==> config.mk <==
export PLATFORM = sky130hd
export DESIGN_NAME = pih_queue
export DESIGN_NICKNAME = d
export VERILOG_FILES = /design/src/rtl/pih_pkg.sv /design/src/rtl/pih_queue.sv
export VERILOG_INCLUDE_DIRS = /design/src /design/src/rtl
export SDC_FILE = /design/constraint.sdc
export NUM_CORES = 1
export LEC_CHECK = 0
export BUFFER_PORTS_ARGS = -buffer_cell sky130_fd_sc_hd__buf_2
export CORE_MARGIN = 2
export CORE_UTILIZATION = 40
export CTS_CLUSTER_SIZE = 40
export DETAILED_ROUTE_END_ITERATION = 6
export HOLD_SLACK_MARGIN = 0.12
export PLACE_DENSITY = 0.64
export SYNTH_ARGS = -nofsm -noshare
export SYNTH_HDL_FRONTEND = slang
export SYNTH_SLANG_ARGS = --single-unit
==> constraint.sdc <==
create_clock -name clk -period 1.9 [get_ports clk]
set_clock_uncertainty 0.2 [all_clocks]
set_input_delay 0.19 -clock clk [delete_from_list [all_inputs] [get_ports clk]]
set_output_delay 0.19 -clock clk [all_outputs]
set_load 0.01 [all_outputs]
==> src/rtl/pixel_intensity_histogram_assert.svh <==
// ----------------------------------------------------------------------------
// Assertion macros for the pixel intensity histogram
// Shared property shapes, clocked on clk and disabled while rst_n is low.
// ----------------------------------------------------------------------------
`ifndef PIXEL_INTENSITY_HISTOGRAM_ASSERT_SVH
`define PIXEL_INTENSITY_HISTOGRAM_ASSERT_SVH

// Condition in the same cycle implies consequence in the same cycle.
`define PIH_ASSERT_SAME(label, ante, cons, msg) \
    label: assert property (@(posedge clk) disable iff (!rst_n) (ante) |-> (cons)) \
        else $error(msg);

// Condition in one cycle implies consequence in the next cycle.
`define PIH_ASSERT_NEXT(label, ante, cons, msg) \
    label: assert property (@(posedge clk) disable iff (!rst_n) (ante) |=> (cons)) \
        else $error(msg);

// Expression must never be true.
`define PIH_ASSERT_NEVER(label, expr, msg) \
    label: assert property (@(posedge clk) disable iff (!rst_n) !(expr)) \
        else $error(msg);

`endif

==> src/rtl/pih_pkg.sv <==
// ----------------------------------------------------------------------------
// pih_pkg
// Types, constants and helpers shared by the histogram front end, the
// operation queue and the bin update engine.
// ----------------------------------------------------------------------------
package pih_pkg;

    // Bin store geometry.
    localparam int NUM_BINS    = 256;
    localparam int BIN_W       = $clog2(NUM_BINS);
    localparam int COUNT_WIDTH = 24;
    localparam int OUT_WIDTH   = 24;
    localparam int SAMPLE_W    = 8;

    // Operation queue between front end and update engine.
    localparam int QUEUE_DEPTH = 4;
    localparam int QUEUE_AW    = $clog2(QUEUE_DEPTH);

    // Command codes carried by an input item.
    localparam logic [1:0] CMD_COUNT    = 2'd0;
    localparam logic [1:0] CMD_READ     = 2'd1;
    localparam logic [1:0] CMD_READ_CLR = 2'd2;

    // Channel select codes.
    localparam logic [1:0] CH_0 = 2'd0;
    localparam logic [1:0] CH_1 = 2'd1;
    localparam logic [1:0] CH_2 = 2'd2;

    // Work handed to the update engine.
    typedef enum logic [1:0] {
        OP_INC,
        OP_READ,
        OP_READ_CLR
    } op_kind_t;

    typedef struct packed {
        op_kind_t         kind;
        logic [BIN_W-1:0] bin;
    } op_t;

    // Queue status seen by the front end and the engine.
    typedef struct packed {
        logic full;
        logic valid;
    } queue_status_t;

    // Update engine states.
    typedef enum logic [1:0] {
        S_CLEAR,
        S_IDLE,
        S_EXEC
    } back_state_t;

    // Saturating increment of one bin.
    function automatic logic [COUNT_WIDTH-1:0] sat_inc(input logic [COUNT_WIDTH-1:0] c);
        logic [COUNT_WIDTH-1:0] r;
        if (c == {COUNT_WIDTH{1'b1}})
            r = c;
        else
            r = c + COUNT_WIDTH'(1);
        return r;
    endfunction

    // Low OUT_WIDTH bits of a bin, zero extended when the bin is narrower.
    function automatic logic [OUT_WIDTH-1:0] to_out(input logic [COUNT_WIDTH-1:0] c);
        logic [COUNT_WIDTH+OUT_WIDTH-1:0] ext;
        ext = (COUNT_WIDTH+OUT_WIDTH)'(c);
        return ext[OUT_WIDTH-1:0];
    endfunction

endpackage

==> src/rtl/pih_queue.sv <==
// ----------------------------------------------------------------------------
// pih_queue
// Small FIFO of bin operations between the front end and the update engine.
// ----------------------------------------------------------------------------
module pih_queue import pih_pkg::*; (
    input  logic          clk,
    input  logic          rst_n,
    input  logic          push,
    input  op_t           push_op,
    input  logic          pop,
    output op_t           head_op,
    output queue_status_t status
);

`include "pixel_intensity_histogram_assert.svh"

    op_t                 entry_reg [QUEUE_DEPTH];
    logic [QUEUE_AW-1:0] wr_ptr_reg;
    logic [QUEUE_AW-1:0] rd_ptr_reg;
    logic [QUEUE_AW:0]   count_reg;
    logic [QUEUE_AW:0]   count_next;

    assign status.full  = (count_reg == (QUEUE_AW+1)'(QUEUE_DEPTH));
    assign status.valid = (count_reg != '0);
    assign head_op      = entry_reg[rd_ptr_reg];

    // Entry storage.
    always_ff @(posedge clk)
    begin
        if (push)
            entry_reg[wr_ptr_reg] <= push_op;
    end

    // Occupancy.
    always_comb
    begin
        count_next = count_reg;
        if (push && !pop)
            count_next = count_reg + (QUEUE_AW+1)'(1);
        else if (pop && !push)
            count_next = count_reg - (QUEUE_AW+1)'(1);
    end

    // Pointers and count.
    always_ff @(posedge clk or negedge rst_n)
    begin
        if (!rst_n)
        begin
            wr_ptr_reg <= '0;
            rd_ptr_reg <= '0;
            count_reg  <= '0;
        end
        else
        begin
            if (push)
                wr_ptr_reg <= wr_ptr_reg + QUEUE_AW'(1);
            if (pop)
                rd_ptr_reg <= rd_ptr_reg + QUEUE_AW'(1);
            count_reg <= count_next;
        end
    end

    `PIH_ASSERT_NEVER(a_q_no_overflow, push && status.full, "push into a full queue")
    `PIH_ASSERT_NEVER(a_q_no_underflow, pop && !status.valid, "pop from an empty queue")

endmodule

==> results by group <==
Outcome
  • Status: finished, violations left
  • Violated checks: negative setup slack

Synth
  • XOR/XNOR share of the synthesized area: under 10%
  • Yosys reg bits: 47
  • Most used DFF post-synth: edfxtp_1
  • Sequential share of the synthesized area: 74.7%
  • Synth area leaders: edfxtp_1, mux4_2, dfrtp_1
  • Post-synth EDFFs: 40
  • Adder-cell share of the synthesized area: roughly 4.5%
  • Syn avg cell area: 21.4 um^2
  • Syn Nets: about 110
  • Netlist cell types: 18
  • Mapped cell area: around 0.0018 mm^2
  • Top cells by count, synth: edfxtp_1, mux4_2, dfrtp_1, ha_1
  • Largest family of logic cells by synthesized area: multiplexers
  • Yosys top cell by area: edfxtp_1
  • Synth Area in Compound Gates: 0.272%
  • Top-count cell post-synth: edfxtp_1
  • Ys async rst share: between 10 and 15%
  • Synth top area share: 65.2%
  • Syn. warnings: 0
  • Simple-Gate Fraction of Synth Area: under 10%
  • Multiplexer area fraction after synthesis: about an eighth
  • Mapped Cells: 86

Floorplanning
  • Die ar.: just over 0.005 mm^2
  • I/O pin total: 26
  • Core area: 0.00438 mm^2
  • # rows: 24
  • Starting Density: between 40% and 50%
  • Die Width: roughly 72 um
  • Die Y: 71.9 um

Global route
  • Gr usage total: between 10 and 15%
  • Vias in the first global route: around 1,000
  • Largest net degree at the start of global routing: 14
  • Gr ovfl total: 0
  • First-pass GRT wire length: roughly 5100 um
  • Antenna violations before repair: 0

Pwr
  • Static Leak: 0.894 nW
  • Power per Cell Area: around 1400 mW/mm^2
  • Tot Pwr: 3.23 mW
  • Combinational power share: between 30% and 40%
  • Sequential share of power: between 40% and 50%
  • Sw Share: between 20 and 30%
  • Pint: ~2.3 mW
  • Clk network pwr share: around 17%
  • P_sw: a little over 900 uW
  • Worst VDD drop: 0.689 mV

Worst setup path
  • R2R cell count: 4
  • Crit path kind: flop to output port
  • Critical path startpoint category: flop
  • Max FO, Critical Path: 5
  • R2r setup slk: 0.29 ns
  • WP data arrival: between 1.5 and 2 ns
  • Req. time, crit path: roughly 1.5 ns
  • CP Capture Type: output port

Clock tree
  • Worst skew pair latency: ~0.28 ns
  • Clk sinks: 47
  • CTS Buffer Depth: 2
  • CTS tree: done
  • H-Tree Depth: 2
  • Clock slew seen by the registers of the worst setup and hold paths: 0.08 ns
  • CTS buffer count: 5
  • CTS Root Buffer Type: clkbuf_8

STA
  • Final worst-path cycle share: 100%
  • WHS: between 0.1 and 0.15 ns
  • Slew margin rel.: 77.8%
  • Count of final max-slew check failures: 0
  • Endpoints failing setup: 1
  • RSZ-0062 raised after global routing: true
  • Actual slew at the worst max-slew pin: 0.332 ns
  • Fmax: ~530 MHz
  • Hold Vio Cnt, Final: 0
  • Crit path time final: roughly 1.9 ns
  • Final setup TNS: -0.000976 ns
  • Final worst slack: -0.000976 ns

Routing
  • Total number of vias: around 960
  • Iter 0 DRT Violations: 41
  • DR WL/cell: approximately 16 um
  • DR DRC count: 0
  • Drt pass-1 iters: 4
  • DR vias/cell: ~5
  • DRT Wirelength: 3210 um
  • Post-route ant nets: 0

Worst hold path
  • Path type of the worst min-delay path: primary input to flop
  • Hold Crit Depth: 4

Flow run
  • Max-Cap Viols: 0

Finish
  • Max reg flops: 40
  • Ant diodes: 0
  • Util after Layout: between 50% and 60%
  • Layout area overhead: 27.9%
  • Share of layout cells above drive strength 1: 37.8%
  • Nets: 162

Placed design
  • HPWL after DPL: between 2000 and 2500 um
  • Count of input and output buffers: 25
  • GPL Wtd Cong: about 0.64
==> layer usage <==
metal  part of all wire, %  wire (um)  track usage (%)  vias to the layer above
met5                     0          0                0                        -
met4                  0.44         14             3.77                        0
met3                   4.3        137             5.20                        2
met2                    55       1780             25.0                       26
met1                    40       1280             15.8                      489
li1                      -          -                -                      441
==> layout make-up <==
class	count	area [um^2]
repair buffers	51	392
well taps	52	65.1
inverters	4	15.0
multi-input cells	33	427
flip-flops and latches	47	1380
clock inverters	2	7.51
clock buffers	6	72.6
fillers	374	2030
==> power by group through the flow <==
| stage | registers [mW] | clock network [mW] | logic [mW] |
|---|---|---|---|
| 5_1_grt | 1.52 | 0.618 | 1.30 |
| 2_1_floorplan | 1.48 | 0 | 0.662 |
| 4_1_cts | 1.49 | 0.561 | 1.19 |
| 6_report | 1.49 | 0.543 | 1.19 |
| 3_5_place_dp | 1.52 | 0 | 1.04 |
| 3_3_place_gp | 1.50 | 0 | 1.02 |
==> worst max-delay path: stages (launching register included) <==
cell and delay (ns):
dfrtp_2 0.42, buf_6 0.15, mux4_2 0.51, buf_6 0.14
==> what timing repair did <==
| action | in CTS | in global routing |
|---|---|---|
| endpoints found under the hold margin | 51 | 0 |
| gates resized for setup | 6 | 4 |
| setup endpoints to repair | 8 | 10 |
| setup buffers | 3 | 0 |
| hold buffers | 14 | 0 |
| gates cloned | 0 | 0 |
==> logic make-up (layout without fill, tap and decap cells) <==
logic type	count (synthesis)	count (layout)
mux	11	11
fa+ha+maj	6	6
buf+inv	6	63
xor+xnor	6	6
flops	47	47
compound gates	1	1
simple gates	9	9
==> metrics by stage <==
stage / cells / setup WS (ns) / instance area [um^2]
after global routing: 195 / -0.0750 / 2360
after global placement: 170 / 0.228 / 2080
after CTS: 195 / -0.0493 / 2350
after floorplan: 86 / 0.408 / 1840
after detailed placement: 170 / 0.195 / 2080
final: 195 / -0.000976 / 2360
==> layout by cell type (no fill, tap or decap), types with 2 or more instances in the layout <==
cell type / n
edfxtp_1: 40
buf_2: 21
dlygate4sd3_1: 14
mux4_2: 10
buf_4: 9
buf_6: 7
dfrtp_1: 6
ha_1: 5
clkbuf_8: 5
inv_1: 4
and2_1: 4
xor2_1: 4
xnor2_1: 2
nand2_1: 2
clkinv_1: 2
==> final timing paths <==
| kind | from | end |
|---|---|---|
| max | rd_ptr_reg[0] | head_op[8] |
| min | pop | count_reg[0] |
| max reg2reg | wr_ptr_reg[0] | entry_reg[2][2] |
| min reg2reg | count_reg[2] | count_reg[2] |
| max in group asynchronous | rst_n | rd_ptr_reg[0] |
| min in group asynchronous | rst_n | wr_ptr_reg[1] |
(Power assumes the default switching activity.)
