File: config.mk
export PLATFORM = sky130hd
export DESIGN_NAME = pih_front
export DESIGN_NICKNAME = d
export VERILOG_FILES = /design/src/rtl/pixel_intensity_histogram_assert.svh /design/src/rtl/pih_pkg.sv /design/src/rtl/pih_front.sv
export SDC_FILE = /design/constraint.sdc
export NUM_CORES = 1
export LEC_CHECK = 0
export ABC_AREA = 1
export BUFFER_PORTS_ARGS = -buffer_cell sky130_fd_sc_hd__buf_4
export CAP_MARGIN = 20
export CORE_MARGIN = 4
export CORE_UTILIZATION = 34
export DETAILED_ROUTE_END_ITERATION = 6
export PLACE_DENSITY = 0.79
export SETUP_SLACK_MARGIN = 0.02
export SYNTH_ARGS = -nofsm -noshare
export SYNTH_HDL_FRONTEND = slang
export SYNTH_SLANG_ARGS = --single-unit
File: constraint.sdc
create_clock -name clk -period 1.6 [get_ports clk]
set_input_delay 0.32 -clock clk [delete_from_list [all_inputs] [get_ports clk]]
set_output_delay 0.32 -clock clk [all_outputs]
set_load 0.02 [all_outputs]
File: src/rtl/pixel_intensity_histogram_assert.svh
// ----------------------------------------------------------------------------
// Assertion macros for the pixel intensity histogram
// Shared property shapes, clocked on clk and disabled while rst_n is low.
// ----------------------------------------------------------------------------
`ifndef PIXEL_INTENSITY_HISTOGRAM_ASSERT_SVH
`define PIXEL_INTENSITY_HISTOGRAM_ASSERT_SVH

// Condition in the same cycle implies consequence in the same cycle.
`define PIH_ASSERT_SAME(label, ante, cons, msg) \
    label: assert property (@(posedge clk) disable iff (!rst_n) (ante) |-> (cons)) \
        else $error(msg);

// Condition in one cycle implies consequence in the next cycle.
`define PIH_ASSERT_NEXT(label, ante, cons, msg) \
    label: assert property (@(posedge clk) disable iff (!rst_n) (ante) |=> (cons)) \
        else $error(msg);

// Expression must never be true.
`define PIH_ASSERT_NEVER(label, expr, msg) \
    label: assert property (@(posedge clk) disable iff (!rst_n) !(expr)) \
        else $error(msg);

`endif

File: src/rtl/pih_pkg.sv
// ----------------------------------------------------------------------------
// pih_pkg
// Types, constants and helpers shared by the histogram front end, the
// operation queue and the bin update engine.
// ----------------------------------------------------------------------------
package pih_pkg;

    // Bin store geometry.
    localparam int NUM_BINS    = 256;
    localparam int BIN_W       = $clog2(NUM_BINS);
    localparam int COUNT_WIDTH = 24;
    localparam int OUT_WIDTH   = 24;
    localparam int SAMPLE_W    = 8;

    // Operation queue between front end and update engine.
    localparam int QUEUE_DEPTH = 4;
    localparam int QUEUE_AW    = $clog2(QUEUE_DEPTH);

    // Command codes carried by an input item.
    localparam logic [1:0] CMD_COUNT    = 2'd0;
    localparam logic [1:0] CMD_READ     = 2'd1;
    localparam logic [1:0] CMD_READ_CLR = 2'd2;

    // Channel select codes.
    localparam logic [1:0] CH_0 = 2'd0;
    localparam logic [1:0] CH_1 = 2'd1;
    localparam logic [1:0] CH_2 = 2'd2;

    // Work handed to the update engine.
    typedef enum logic [1:0] {
        OP_INC,
        OP_READ,
        OP_READ_CLR
    } op_kind_t;

    typedef struct packed {
        op_kind_t         kind;
        logic [BIN_W-1:0] bin;
    } op_t;

    // Queue status seen by the front end and the engine.
    typedef struct packed {
        logic full;
        logic valid;
    } queue_status_t;

    // Update engine states.
    typedef enum logic [1:0] {
        S_CLEAR,
        S_IDLE,
        S_EXEC
    } back_state_t;

    // Saturating increment of one bin.
    function automatic logic [COUNT_WIDTH-1:0] sat_inc(input logic [COUNT_WIDTH-1:0] c);
        logic [COUNT_WIDTH-1:0] r;
        if (c == {COUNT_WIDTH{1'b1}})
            r = c;
        else
            r = c + COUNT_WIDTH'(1);
        return r;
    endfunction

    // Low OUT_WIDTH bits of a bin, zero extended when the bin is narrower.
    function automatic logic [OUT_WIDTH-1:0] to_out(input logic [COUNT_WIDTH-1:0] c);
        logic [COUNT_WIDTH+OUT_WIDTH-1:0] ext;
        ext = (COUNT_WIDTH+OUT_WIDTH)'(c);
        return ext[OUT_WIDTH-1:0];
    endfunction

endpackage

File: src/rtl/pih_front.sv
// ----------------------------------------------------------------------------
// pih_front
// Holds the channel select register, accepts input items and turns each into
// a bin operation for the queue. Items that do nothing are accepted and dropped.
// ----------------------------------------------------------------------------
module pih_front import pih_pkg::*; (
    input  logic                clk,
    input  logic                rst_n,
    input  logic                cfg_valid,
    output logic                cfg_ready,
    input  logic [1:0]          cfg_data,
    input  logic                in_valid,
    output logic                in_ready,
    input  logic [1:0]          cmd,
    input  logic [SAMPLE_W-1:0] sample_c0,
    input  logic [SAMPLE_W-1:0] sample_c1,
    input  logic [SAMPLE_W-1:0] sample_c2,
    input  logic [BIN_W-1:0]    bin_index,
    input  queue_status_t       q_status,
    input  logic                clearing,
    output logic                push,
    output op_t                 push_op
);

    logic [1:0] channel_select_reg;
    logic       accept;
    logic       op_ok;
    logic       sample_ok;
    logic [BIN_W-1:0] sample_bin;

    // Configuration register, always ready.
    assign cfg_ready = 1'b1;

    always_ff @(posedge clk or negedge rst_n)
    begin
        if (!rst_n)
            channel_select_reg <= CH_0;
        else if (cfg_valid)
            channel_select_reg <= cfg_data;
    end

    // Input handshake: held off during the clearing pass or when the queue is full.
    assign in_ready = !q_status.full && !clearing;
    assign accept   = in_valid && in_ready;

    // Pick the sample of the configured channel.
    always_comb
    begin
        sample_ok  = 1'b1;
        sample_bin = sample_c0;
        case (channel_select_reg)
            CH_0: sample_bin = sample_c0;
            CH_1: sample_bin = sample_c1;
            CH_2: sample_bin = sample_c2;
            default: sample_ok = 1'b0;
        endcase
    end

    // Classify the command.
    always_comb
    begin
        op_ok        = 1'b0;
        push_op.kind = OP_INC;
        push_op.bin  = bin_index;
        case (cmd)
            CMD_COUNT:
            begin
                op_ok        = sample_ok;
                push_op.kind = OP_INC;
                push_op.bin  = sample_bin;
            end
            CMD_READ:
            begin
                op_ok        = 1'b1;
                push_op.kind = OP_READ;
            end
            CMD_READ_CLR:
            begin
                op_ok        = 1'b1;
                push_op.kind = OP_READ_CLR;
            end
            default: op_ok = 1'b0;
        endcase
    end

    assign push = accept && op_ok;

endmodule

==> flow_summary.yaml, run 1 <==
power_and_ir_drop:
  p_leak_nw: 0.609
  p_per_area_nw_per_um2: 505
  peakVddDrop_mv: 0.492
clock_network:
  h-tree-depth: 1
  root_buffer: "clkbuf_4"
  clk_latency_ns: 0.22
  ctsLongestPathBuffers: 2
  cts_tree: "built"
  clkSinkCount: 2
  clk_pin_slew_ns: 0.03
  numCtsBuffers: 3
sta:
  fin_crit_ns: 1.71
  finalClockSkew_ns: 0
  period_share: 1.07
  max_freq_mhz: 584
  final_hold_viol_count: 0
  setup_viol: 8
  slew_violations: 0
  rsz0062_at_grt: "yes"
  tns_ns: -0.781
  setup_slack_ns: -0.111
finish:
  largest_reg_flops: 2
  diodes: 0
  postLayoutCoreUtil: 0.770
  areaGrowthSynthToFinish_pct: 104
  fin_cells: 167
  drive_gt1_frac: 0.500
  nNetsFinal: 204
detailed_routing:
  ant_nets: 0
  vias: 764
  first_pass_iters: 3
  remaining_drc_errors: 0
  drt_iter0_drc: 4
  routedWlPerCell_um: 11.2
  routed_wl_um: 1870
  via_per_inst: 4.57
flow_run:
  cap_violations: 0
status:
  status: "complete, but fails checks"
  failed_checks: "negative setup slack"
placement:
  port_buffers: 53
  dp_cells: 163
  hpwl_um: 1520
  routabilityCongestion: 0.716
  place_ws_ns: -0.0874
synth:
  yosysUniqueCellTypes: 16
  post-synth-top-area-cell: "nand2_1"
  yosysMostFrequentCell: "nand2_1"
  async_flop_share: 1.00
  syn-cell-area_um2: 517
  ys_top_cells_by_area: "nand2_1, ha_1, dfrtp_1"
  syn_avg_cell_area_um2: 5.50
  synth-edff-count: 0
  netlist_instances: 94
  synth_flop_cell: "dfrtp_1"
  synth_warnings: 0
  synth-seq-area-share: 0.0969
  synth_top_area_frac: 0.305
  syn-num-nets: 144
  yosys-top-cells-count: "nand2_1, inv_1, nand3_1"
  synth_seq_cells: 2
grt:
  first_global_vias: 758
  grt_overflow: 0
  grt_pass1_wl_um: 2860
  grt_usage: 0.176
  grt_max_degree: 10
  antenna_found_initial: 0
floorplan:
  num_rows: 13
  start_util: 0.378
  dieArea_um2: 2210
  fp.dieW_um: 47.0
  core_um2: 1370
  fp.dieH_um: 47.0
  ios: 56
critical_path:
  crit_type: "reg -> out"
  cp-start-kind: "flip-flop"
  cp.required_ns: 1.28
  worst_ep_arrival_time_ns: 1.39
  path_max_fanout: 9
  endpoint_kind: "output port"
worst_hold_path:
  hp-class: "in -> reg"
-- stage by stage --
| stage | total power [mW] | area (µm²) | hold WS [ns] |
|---|---|---|---|
| after CTS | 0.529 | 1030 | 0.311 |
| after detailed placement | 0.373 | 938 | 0.103 |
| after global placement | 0.366 | 938 | 0.102 |
| after floorplan | 0.228 | 517 | 0.0244 |
| after global routing | 0.580 | 1050 | 0.342 |
| final | 0.532 | 1050 | 0.332 |
-- worst max-delay path, cell delays in order, from the launching register on --
cell	delay, ns
dfrtp_1	0.41
ha_4	0.37
inv_6	0.07
nand3_1	0.09
nand2_1	0.06
nand2_1	0.07
buf_6	0.12
-- area by class of cell --
type | instances | area (µm²)
well taps | 15 | 18.8
inverters | 14 | 60.1
flip-flops and latches | 2 | 50.0
fillers | 117 | 314
clock buffers | 3 | 22.5
multi-input cells | 73 | 414
repair buffers | 60 | 487
-- report_power, final --
group,total (mW),switching [mW],internal [mW]
Sequential,0.0597,0.00415,0.0556
Combinational,0.361,0.170,0.192
Clock,0.111,0.0280,0.0827
-- metal layers --
layer / vias to the layer above / share of wire / track usage / wire [µm]
li1: 401 / - / - / -
met1: 346 / 0.33 / 0.179 / 613
met2: 17 / 0.62 / 0.366 / 1160
met3: 0 / 0.054 / 0.00383 / 100
met4: 0 / 0 / 0.0663 / 0
met5: - / 0 / 0 / 0
-- kinds of logic (layout without fill, tap and decap cells) --
| group | after synthesis | count (layout) | share of synthesized area |
|---|---|---|---|
| fa+ha+maj | 7 | 7 | 0.169 |
| other cells | 1 | 1 | 0.00726 |
| compound gates | 10 | 10 | 0.111 |
| simple gates | 55 | 55 | 0.426 |
| flops | 2 | 2 | 0.0969 |
| buf+inv | 19 | 77 | 0.189 |
-- placed cells by master, fill, tap and decap left out --
master         synthesis  layout
nand2_1               42      40
ha_4                   0       2
nand3_1                8       6
nand3_2                0       2
inv_2                  1       2
conb_1                 1       1
dfrtp_1                2       2
dlygate4sd3_1          0       1
a21oi_1                6       6
nor2_2                 0       1
nor2_1                 4       3
inv_4                  0       1
a21oi_2                2       2
buf_4                  1      50
ha_2                   0       1
clkbuf_4               0       3
buf_6                  2       9
nand2_2                0       2
ha_1                   7       4
inv_1                 12      10
o21ai_0                2       2
nand3b_1               1       1
inv_6                  1       1
-- final timing paths --
kind	start	to	slack, ns	cells past startpoint
setup / recovery	channel_select_reg[1]$_DFFE_PN0P_	push_op[5]	-0.11	6
min in group asynchronous	rst_n	channel_select_reg[0]$_DFFE_PN0P_	0.41	2
hold reg to reg	channel_select_reg[0]$_DFFE_PN0P_	channel_select_reg[0]$_DFFE_PN0P_	0.67	3
hold / removal	cfg_valid	channel_select_reg[0]$_DFFE_PN0P_	0.33	2
setup reg to reg	channel_select_reg[1]$_DFFE_PN0P_	channel_select_reg[1]$_DFFE_PN0P_	0.76	3
max in group asynchronous	rst_n	channel_select_reg[1]$_DFFE_PN0P_	1.10	2
-- timing repair --
action                                  4_1_cts  5_1_grt
pin swaps                                     1        5
endpoints found under the setup margin        9        9
endpoints found under the hold margin         2        0
hold buffers                                  1        0
buffers inserted                              0        0
resized for setup                            15        7
(Power assumes the default switching activity.)
==> inputs of run 2 (changes only) <==
Settings changed: CORE_UTILIZATION 34 to 35, CTS_BUF_LIST set to sky130_fd_sc_hd__clkbuf_2 sky130_fd_sc_hd__clkbuf_4 sky130_fd_sc_hd__clkbuf_8, PLACE_DENSITY 0.79 to 0.81, SETUP_SLACK_MARGIN 0.02 to unset.
==> run 2 against run 1 <==
Effect of this change:
- flip-flop and latch count unchanged
- largest power group unchanged
- utilization increased by 8.4 points
- via count increased by 9.6%
- power increased by 11%
- highest routed layer is now met4
- largest cell class unchanged
- critical path type unchanged
- the run still ends with negative setup slack left
==> flow_summary.yaml, run 2 (synthesis gave the netlist of run 1 again) <==
status:
  status: "complete, but fails checks"
  failed_checks: "negative setup slack"
clock_network:
  root_buffer: "clkbuf_4"
  ctsLongestPathBuffers: 2
  cts_tree: "built"
  numCtsBuffers: 3
  h-tree-depth: 1
  clk_latency_ns: 0.22
  clkSinkCount: 2
  clk_pin_slew_ns: 0.03
sta:
  max_freq_mhz: 564
  setup_viol: 9
  holdWs_ns: 0.316
  period_share: 1.11
  fin_crit_ns: 1.77
  setup_slack_ns: -0.175
  final_hold_viol_count: 0
  finalClockSkew_ns: 0
  slew_violations: 0
  rsz0062_at_grt: "yes"
finish:
  largest_reg_flops: 2
  areaGrowthSynthToFinish_pct: 123
  mostFrequentLayoutCells: "buf_4, nand2_1, buf_6"
  diodes: 0
  fin_cells: 172
  fillers: 84
  nNetsFinal: 209
  drive_gt1_frac: 0.605
  layout_commonest_cell: "buf_4"
grt:
  grt_usage: 0.187
  grt_overflow: 0
  met2_usage: 0.346
  first_global_vias: 752
  grt_max_degree: 10
  grt_use_met1: 0.197
  grtUsageMet3: 0.0313
  antenna_found_initial: 0
  grt_busiest_layer: "met2"
  grt_pass1_wl_um: 2910
floorplan:
  ios: 56
  start_util: 0.383
  core_um2: 1350
  num_rows: 13
  dieArea_um2: 2160
  fp.dieW_um: 46.4
  fp.dieH_um: 46.4
power_and_ir_drop:
  p_sw_mw: 0.232
  p_per_area_nw_per_um2: 510
  peakVddDrop_mv: 0.619
  clockPowerShare: 0.189
  p_total_mw: 0.588
  pwr-share-seq: 0.102
  p_leak_nw: 0.663
  switching_share: 0.394
  p_int_mw: 0.356
  combinationalPowerShare: 0.708
detailed_routing:
  ant_nets: 0
  first_pass_iters: 3
  via_per_inst: 4.87
  routedWlPerCell_um: 12.9
  routed_wl_um: 2220
  vias: 837
  remaining_drc_errors: 0
  drt_iter0_drc: 10
critical_path:
  cp.required_ns: 1.28
  r2r_slack_ns: 0.57
  worst_ep_arrival_time_ns: 1.45
  endpoint_kind: "output port"
  path_max_fanout: 4
  crit_type: "reg -> out"
  r2r-end: "channel_select_reg[1]$_DFFE_PN0P_"
  rr_worst_depth: 5
  worstReg2RegStart: "channel_select_reg[1]$_DFFE_PN0P_"
  cp-start-kind: "flip-flop"
placement:
  routabilityCongestion: 0.774
  hpwl_um: 1570
  dp_cells: 166
  place_ws_ns: -0.0191
  port_buffers: 53
worst_hold_path:
  hp-start: "cfg_data[1]"
  hold_depth: 3
  hp-class: "in -> reg"
  min_to: "channel_select_reg[1]$_DFFE_PN0P_"
flow_run:
  cap_violations: 0
==> run 2: critical path: stages (launching register included) <==
cell,delay [ns]
dfrtp_1,0.40
buf_6,0.13
inv_4,0.03
ha_4,0.15
buf_6,0.13
nand2_4,0.06
nand3_2,0.06
nand2_1,0.07
nand2_1,0.07
buf_6,0.13
==> run 2: worst max path at each step <==
stage	from	endpoint	depth (start not counted)
final	channel_select_reg[1]$_DFFE_PN0P_	push_op[3]	9
after global routing	channel_select_reg[1]$_DFFE_PN0P_	push_op[3]	9
after detailed placement	channel_select_reg[0]$_DFFE_PN0P_	push_op[3]	8
after CTS	channel_select_reg[1]$_DFFE_PN0P_	push_op[6]	9
after floorplan	channel_select_reg[0]$_DFFE_PN0P_	push_op[0]	6
after global placement	channel_select_reg[0]$_DFFE_PN0P_	push_op[3]	8
==> run 2: metrics by stage <==
stage / utilization / setup TNS [ns] / cell area (µm²)
floorplan: - / 0 / 517
global placement: 0.721 / -0.00118 / 973
detailed placement: 0.721 / -0.0460 / 973
CTS: 0.796 / -1.04 / 1070
global route: 0.854 / -1.76 / 1150
finish: 0.854 / -1.20 / 1150
==> run 2: layout make-up <==
cell class | count | area [µm²] | area share
multi-input combinational | 73 | 468 | 0.406
inverter | 14 | 62.6 | 0.0542
tap | 15 | 18.8 | 0.0163
timing repair buffer | 65 | 532 | 0.461
sequential | 2 | 50.0 | 0.0434
clock buffer | 3 | 22.5 | 0.0195
==> run 2: timing repair <==
item                                    4_1_cts  5_1_grt
setup buffers                                 2        1
endpoints found under the setup margin        9        9
hold buffers                                  1        0
gates resized for setup                      19       20
hold endpoints to repair                      2        0
pin swaps                                    12       14
==> run 2: power by group through the flow <==
stage | Combinational [mW] | Clock (mW) | Sequential, mW
global placement | 0.332 | 0 | 0.0583
global route | 0.449 | 0.122 | 0.0606
finish | 0.416 | 0.111 | 0.0601
floorplan | 0.169 | 0 | 0.0591
CTS | 0.372 | 0.118 | 0.0597
detailed placement | 0.339 | 0 | 0.0586
==> run 2: metal layers <==
layer	wire length (µm)	vias to the layer above
li1	-	413
met1	786	396
met2	1290	22
met3	95	6
met4	47	0
met5	0	-
==> inputs of run 3 (changes only) <==
Settings changed: CTS_CLUSTER_SIZE set to 40, PLACE_DENSITY 0.81 to 0.86.
==> run 3 against run 2 <==
Effect of this change:
- the run still ends with negative setup slack left
- power fell by 9.6%
- flip-flop and latch count unchanged
- largest power group unchanged
- final area decreased by 9.3%
- cell count decreased by 3.5%
- critical path type unchanged
- global-route usage up 0.47 points
- sequential power down 1%
- utilization is 8.0 points lower
- non-clock buffer count decreased by 6
==> flow_summary.yaml, run 3 (synthesis gave the netlist of run 1 again) <==
clock_network:
  ctsLongestPathBuffers: 2
  clkSinkCount: 2
  clk_latency_ns: 0.22
  numCtsBuffers: 3
  root_buffer: "clkbuf_4"
  h-tree-depth: 1
  cts_tree: "built"
  clk_pin_slew_ns: 0.03
placement:
  hpwl_um: 1540
  port_buffers: 53
  routabilityCongestion: 0.716
  place_ws_ns: -0.103
grt:
  grt_pass1_wl_um: 2970
  grt_usage: 0.192
  grt_overflow: 0
  antenna_found_initial: 0
  grt_max_degree: 10
  first_global_vias: 761
power_and_ir_drop:
  peakVddDrop_mv: 0.479
  p_leak_nw: 0.612
  p_per_area_nw_per_um2: 508
  p_total_mw: 0.531
sta:
  finalClockSkew_ns: 0
  setup_slack_ns: -0.102
  slew_violations: 0
  setup_viol: 9
  max_freq_mhz: 587
  final_hold_viol_count: 0
  fin_crit_ns: 1.70
  period_share: 1.06
  rsz0062_at_grt: "yes"
floorplan:
  dieArea_um2: 2160
  ios: 56
  fp.dieW_um: 46.4
  start_util: 0.383
  fp.dieH_um: 46.4
  core_um2: 1350
  num_rows: 13
finish:
  mostFrequentLayoutCells: "buf_4, nand2_1, inv_1"
  diodes: 0
  fillers: 108
  layout_commonest_cell: "buf_4"
  largest_reg_flops: 2
  drive_gt1_frac: 0.457
  nNetsFinal: 203
  areaGrowthSynthToFinish_pct: 102
detailed_routing:
  via_per_inst: 4.66
  ant_nets: 0
  remaining_drc_errors: 0
  routed_wl_um: 1940
  first_pass_iters: 4
  vias: 773
  routedWlPerCell_um: 11.7
  drt_iter0_drc: 4
critical_path:
  worstReg2RegStart: "channel_select_reg[1]$_DFFE_PN0P_"
  rr_worst_depth: 3
  path_max_fanout: 9
  endpoint_kind: "output port"
  cp-start-kind: "flip-flop"
  crit_type: "reg -> out"
  worst_ep_arrival_time_ns: 1.38
  endpoint: "push_op[6]"
  startpoint: "channel_select_reg[1]$_DFFE_PN0P_"
  r2r_slack_ns: 0.80
  cp.required_ns: 1.28
  r2r-end: "channel_select_reg[1]$_DFFE_PN0P_"
worst_hold_path:
  hp-class: "in -> reg"
flow_run:
  cap_violations: 0
status:
  status: "complete, but fails checks"
  failed_checks: "negative setup slack"
run 3: per-layer routing:
layer,vias up,global-route usage,wire length (µm)
li1,401,-,-
met1,338,0.178,658
met2,28,0.387,1100
met3,6,0.0234,124
met4,0,0.102,57
met5,-,0,0
run 3: critical path: stages, from the launching register on:
cell and delay [ns]:
dfrtp_1 0.39, ha_4 0.36, inv_6 0.06, nand3_1 0.08
nand2_1 0.06, nand2_1 0.08, buf_6 0.12
run 3: cell type report:
class	count	area, µm²	share of cell area
Clock buffer	3	22.5	0.0215
Inverter	14	60.1	0.0574
Multi-Input combinational cell	73	394	0.377
Sequential cell	2	50.0	0.0478
Tap cell	15	18.8	0.0179
Timing Repair Buffer	59	500	0.478
run 3: power by group:
part | internal (mW) | switching [mW]
combinational | 0.191 | 0.169
sequential | 0.0556 | 0.00367
clock | 0.0828 | 0.0295
total | 0.329 | 0.202
run 3: worst min-delay path by stage:
stage / start / endpoint / slack [ns] / cells after the start
after floorplan: rst_n / channel_select_reg[0]$_DFFE_PN0P_ / 0.02 / 0
after global placement: rst_n / channel_select_reg[0]$_DFFE_PN0P_ / 0.10 / 1
after detailed placement: rst_n / channel_select_reg[0]$_DFFE_PN0P_ / 0.10 / 1
after CTS: cfg_valid / channel_select_reg[0]$_DFFE_PN0P_ / 0.30 / 2
after global routing: cfg_valid / channel_select_reg[0]$_DFFE_PN0P_ / 0.32 / 2
final: cfg_valid / channel_select_reg[0]$_DFFE_PN0P_ / 0.31 / 2
run 3: per-stage QoR:
stage                     area [µm²]  hold slack, ns  setup TNS, ns  instances  utilization
after floorplan                  517          0.0244              0         94            -
after global placement           956           0.103         -0.457        162        0.708
after CTS                       1050           0.305         -0.898        166        0.775
after detailed placement         956           0.104         -0.740        162        0.708
final                           1050           0.312         -0.792        166        0.775
after global routing            1050           0.318          -1.62        166        0.775
run 3: what timing repair did:
action / 4_1_cts / 5_1_grt
setup endpoints to repair: 9 / 9
setup buffers: 0 / 0
hold buffers: 1 / 0
hold endpoints to repair: 2 / 0
gates cloned: 0 / 0
pin swaps: 1 / 1
gates resized for setup: 15 / 0
